$ cat config.mk
export PLATFORM = sky130hd
export DESIGN_NAME = lpht_hash
export DESIGN_NICKNAME = d
export VERILOG_FILES = /design/src/sv/lpht_pkg.sv /design/src/sv/lpht_hash.sv
export SDC_FILE = /design/constraint.sdc
export NUM_CORES = 1
export LEC_CHECK = 0
export BUFFER_PORTS_ARGS = -buffer_cell sky130_fd_sc_hd__buf_2
export CAP_MARGIN = 20
export CORE_UTILIZATION = 47
export DETAILED_ROUTE_END_ITERATION = 7
export GPL_TIMING_DRIVEN = 0
export PLACE_DENSITY = 0.85
export SETUP_SLACK_MARGIN = 0.02
export SYNTH_ARGS = -nofsm -noshare
export SYNTH_HDL_FRONTEND = slang
export SYNTH_SLANG_ARGS = --single-unit
$ cat constraint.sdc
create_clock -name vclk -period 4.75
set_input_delay 0.95 -clock vclk [all_inputs]
set_output_delay 0.95 -clock vclk [all_outputs]
set_load 0.05 [all_outputs]
$ cat src/sv/lpht_pkg.sv
// Shared types and constants of the linear-probing hash join table.
// Used by every module of the block; depends on nothing else.
`timescale 1ns / 1ps
`default_nettype none

package lpht_pkg;

  localparam int BUCKETS_DEF = 1024;

  localparam int KEY_W   = 64;
  localparam int TOTAL_W = 64;
  localparam int COUNT_W = 11;
  localparam int CFG_W   = 4;

  localparam logic [KEY_W-1:0]   HASH_MUL  = 64'h01B6_9B4B_ACD0_5F15;
  localparam logic [KEY_W-1:0]   EMPTY_KEY = 64'hFFFF_FFFF_FFFF_FFFF;
  localparam logic [CFG_W-1:0]   LOG2_RST  = 4'd11;
  localparam logic [CFG_W-1:0]   LOG2_MIN  = 4'd2;
  localparam logic [COUNT_W-1:0] COUNT_MAX = 11'd2047;

  typedef enum logic [1:0] {
    CMD_CLEAR  = 2'd0,
    CMD_INSERT = 2'd1,
    CMD_PROBE  = 2'd2
  } cmd_t;

  typedef enum logic [1:0] {
    ST_DONE     = 2'd0,
    ST_FULL     = 2'd1,
    ST_RESERVED = 2'd2
  } status_t;

  typedef enum logic [2:0] {
    S_CLEAR,
    S_IDLE,
    S_HASH,
    S_WALK,
    S_OUT
  } state_t;

endpackage

`default_nettype wire

$ cat src/sv/lpht_hash.sv
// Start bucket of a key: bits of key times the odd hash constant, masked.
// Depends on lpht_pkg for the hash constant.
`timescale 1ns / 1ps
`default_nettype none

module lpht_hash
  import lpht_pkg::*;
#(
  parameter int PAW = 10
) (
  input  wire logic [PAW:0]   key_lo,
  input  wire logic [PAW-1:0] mask,
  output logic      [PAW-1:0] start
);

  // Only the low PAW+1 product bits reach the bucket index, and those depend
  // only on the low PAW+1 bits of each factor.
  logic [PAW:0] prod;

  assign prod  = key_lo * HASH_MUL[PAW:0];
  assign start = prod[PAW:1] & mask;

endmodule

`default_nettype wire

# Yosys cells after proc, flatten, opt, wreduce, memory -nomap -nowiden
# Cells that the tools add are included.
# word_totals
regBits	0
in_bits	21
output_inout_bits	10
word_cells	2
# op_classes
n_mul	1
bitwise	1
# op_table
operator	n
11-bit by 9-bit multiplier with 11-bit output, second input constant	1
10-bit bitwise AND	1

# Longest topological paths before layout
# logic_depth
ltp_word	2
ltp_mapped	13

# Least setup slack after synthesis
# Ideal clock, no wire load.
# synth_path
path_type	input to output
start	input port key_lo[4]
end	output port start[9]
arrival_time_ns	4.186
slack_ns	-0.386
path_stages	11
n_path_buf	0
cell_sequence	ha_1 ha_1 ha_1 fa_1 ha_1 ha_1 fa_1 a21o_1 a21oi_1 xnor3_1 and2_1
# synth_between
elab_chain_cells	2
# synth_lines
element	line	text
start, declared	lpht_hash.sv:11	input wire logic [PAW:0] key_lo,
11-bit by 9-bit multiplier with 11-bit output	lpht_hash.sv:20	assign prod = key_lo * HASH_MUL[PAW:0];
10-bit bitwise AND	lpht_hash.sv:21	assign start = prod[PAW:1] & mask;
end, declared	lpht_hash.sv:13	output logic [PAW-1:0] start
# No other way between the ends.

# Final worst setup path
# Ends and elaborated chain as after synthesis.

==> reports/results.tsv <==
metric	value	unit
Worst path max stage delay	0.52	ns
Min-Delay Path Class	input port to output port	
Setup crit start	key_lo[4]	
Synth area leaders	ha_1, fa_1, and2_1	
first drt pass iteration count	2	
Starting Density	49.8	%
post-route ant nets	0	
Yosys top cell area share	46.7	%
most common cell after layout, fill and taps aside	buf_2	
synthesized area per cell	11.2	um^2
Slowest-stage cell, CP	fa_1	
layout cell share with drive strength beyond 1	59.4	%
Die Wd	42.0	um
register area	0	um^2
Slew @ Worst Pin	0.279	ns
sequential share of the synthesized area	0	%
Synth Warn #	0	
Port Buf Inserts	31	
Rel. slew slack	81.2	%
Worst EP arrival	3.94	ns
Final Util	82.6	%
most frequent cell on the critical path	ha_4	
dpl ws	-0.405	ns
Layout area overhead	65.7	%
Leakage	0.597	nW
CLK BUF	0	
fin crit period	4.89	ns
final worst setup slack	-0.142	ns
worst vdd ir	0.283	mV
io pins	31	
Power Density	343	nW/um^2
WL per Instance	16.3	um
WP data required	3.80	ns
area of the core	1510	um^2
via count	618	
first-pass GRT wire length	2.97	mm
# diodes	0	
final count of hold timing violations	0	
largest net degree at the start of global routing	5	
Final Max Tran Viols	0	
gpl congestion	0.746	
Final Setup Violations	2	
Nets	161	
post-synth cell types	9	
Setup crit end kind	output port	
startpoint types	input port	
failing checks	negative setup slack	
Placed Area	950	um^2
Total GRT Usage	22.4	%
Final Cycle Share	103	%
Die Span Y	42.0	um
synthesized instance count	67	
Detailed Place HPWL	1.26	mm
vias in the first global route	721	
CP cell instances	buf_4, ha_4, ha_4, ha_4, fa_1, ha_4, ha_4, fa_2, a21o_1, a21oi_2, xnor3_1, and2_4, buf_8	
RSZ-0062 raised after global routing	yes	
leading area contributor after synthesis	ha_1	
Detailed Route Iter0 Violations	2	
initial antenna violation count	0	
number of core rows	14	
WS Path Type	input port to output port	
drt total wl	1.91	mm
# Max-Cap Violations	0	
CTS Hold Buffers Added	0	
vias per cell	5.28	
Post-Synthesis Cell Area	751	um^2
Pwr Total	0.426	mW
Design Area, Final	1240	um^2
Seq Cell Count	0	
worst setup path end	start[9]	
Die ar.	1760	um^2
total grt overflow	0	
outcome	complete, but fails checks	
most frequent cells in the layout	buf_2, ha_4, ha_1	
Max FO, Critical Path	3	
Syn Nets	125	
DRC viols	0	
Fmax	204	MHz
-- layout make-up --
type / instances / area [um^2]
inverter: 7 / 26.3
timing repair buffer: 34 / 239
fill: 77 / 263
multi-input combinational: 60 / 958
tap: 16 / 20.0
-- worst min-delay path by stage --
| stage | start | to | slack [ns] | cells after the start |
|---|---|---|---|---|
| 3_5_place_dp | mask[8] | start[8] | 2.31 | 3 |
| 6_report | mask[9] | start[9] | 2.24 | 3 |
| 3_3_place_gp | mask[6] | start[6] | 2.31 | 3 |
| 5_1_grt | mask[9] | start[9] | 2.25 | 3 |
| 2_1_floorplan | mask[9] | start[9] | 2.09 | 1 |
| 4_1_cts | mask[9] | start[9] | 2.25 | 3 |
-- cell usage after synthesis --
library cell,count
xor2_1,2
inv_1,7
xnor3_1,2
a21o_1,2
fa_1,9
and2_1,10
a21oi_1,2
ha_1,28
xnor2_1,5
-- power by group --
group          internal [mW]  total (mW)  switching, mW
combinational          0.199       0.426          0.227
sequential                 0           0              0
clock                      0           0              0
total                  0.199       0.426          0.227
-- through the flow --
stage / hold slack (ns) / TNS [ns] / std cells
final: 2.24 / -0.147 / 117
after CTS: 2.25 / -0.108 / 117
after detailed placement: 2.31 / -0.574 / 114
after floorplan: 2.09 / 0 / 67
after global routing: 2.25 / -0.248 / 117
after global placement: 2.31 / -0.479 / 114
-- metal layers --
layer	GRT usage [%]	vias to the layer above	part of all wire, %
met5	0	-	0
met4	6.45	0	2.0
met3	1.30	6	3.6
met2	49.1	25	59
met1	20.9	290	36
li1	-	297	-
-- worst max-delay path: cells and delay by family --
| family | cells | cell delay (ns) |
|---|---|---|
| fa+ha+maj | 7 | 1.95 |
| buf+inv | 2 | 0.28 |
| compound gates | 2 | 0.35 |
| simple gates | 1 | 0.17 |
| xor+xnor | 1 | 0.24 |
-- logic make-up (layout without fill, tap and decap cells) --
kind of cell | count (synthesis) | count (layout) | share of synthesized area (%)
xor+xnor | 9 | 9 | 14.2
simple gates | 10 | 10 | 8.33
buf+inv | 7 | 41 | 3.50
compound gates | 4 | 4 | 3.33
fa+ha+maj | 37 | 37 | 70.7
-- what timing repair did --
action | in CTS | in global routing
endpoints found under the hold margin | 0 | 0
setup endpoints to repair | 4 | 2
gates resized for setup | 34 | 10
setup buffers | 3 | 0
pin swaps | 23 | 1
Power figures use the tool's default switching activity.
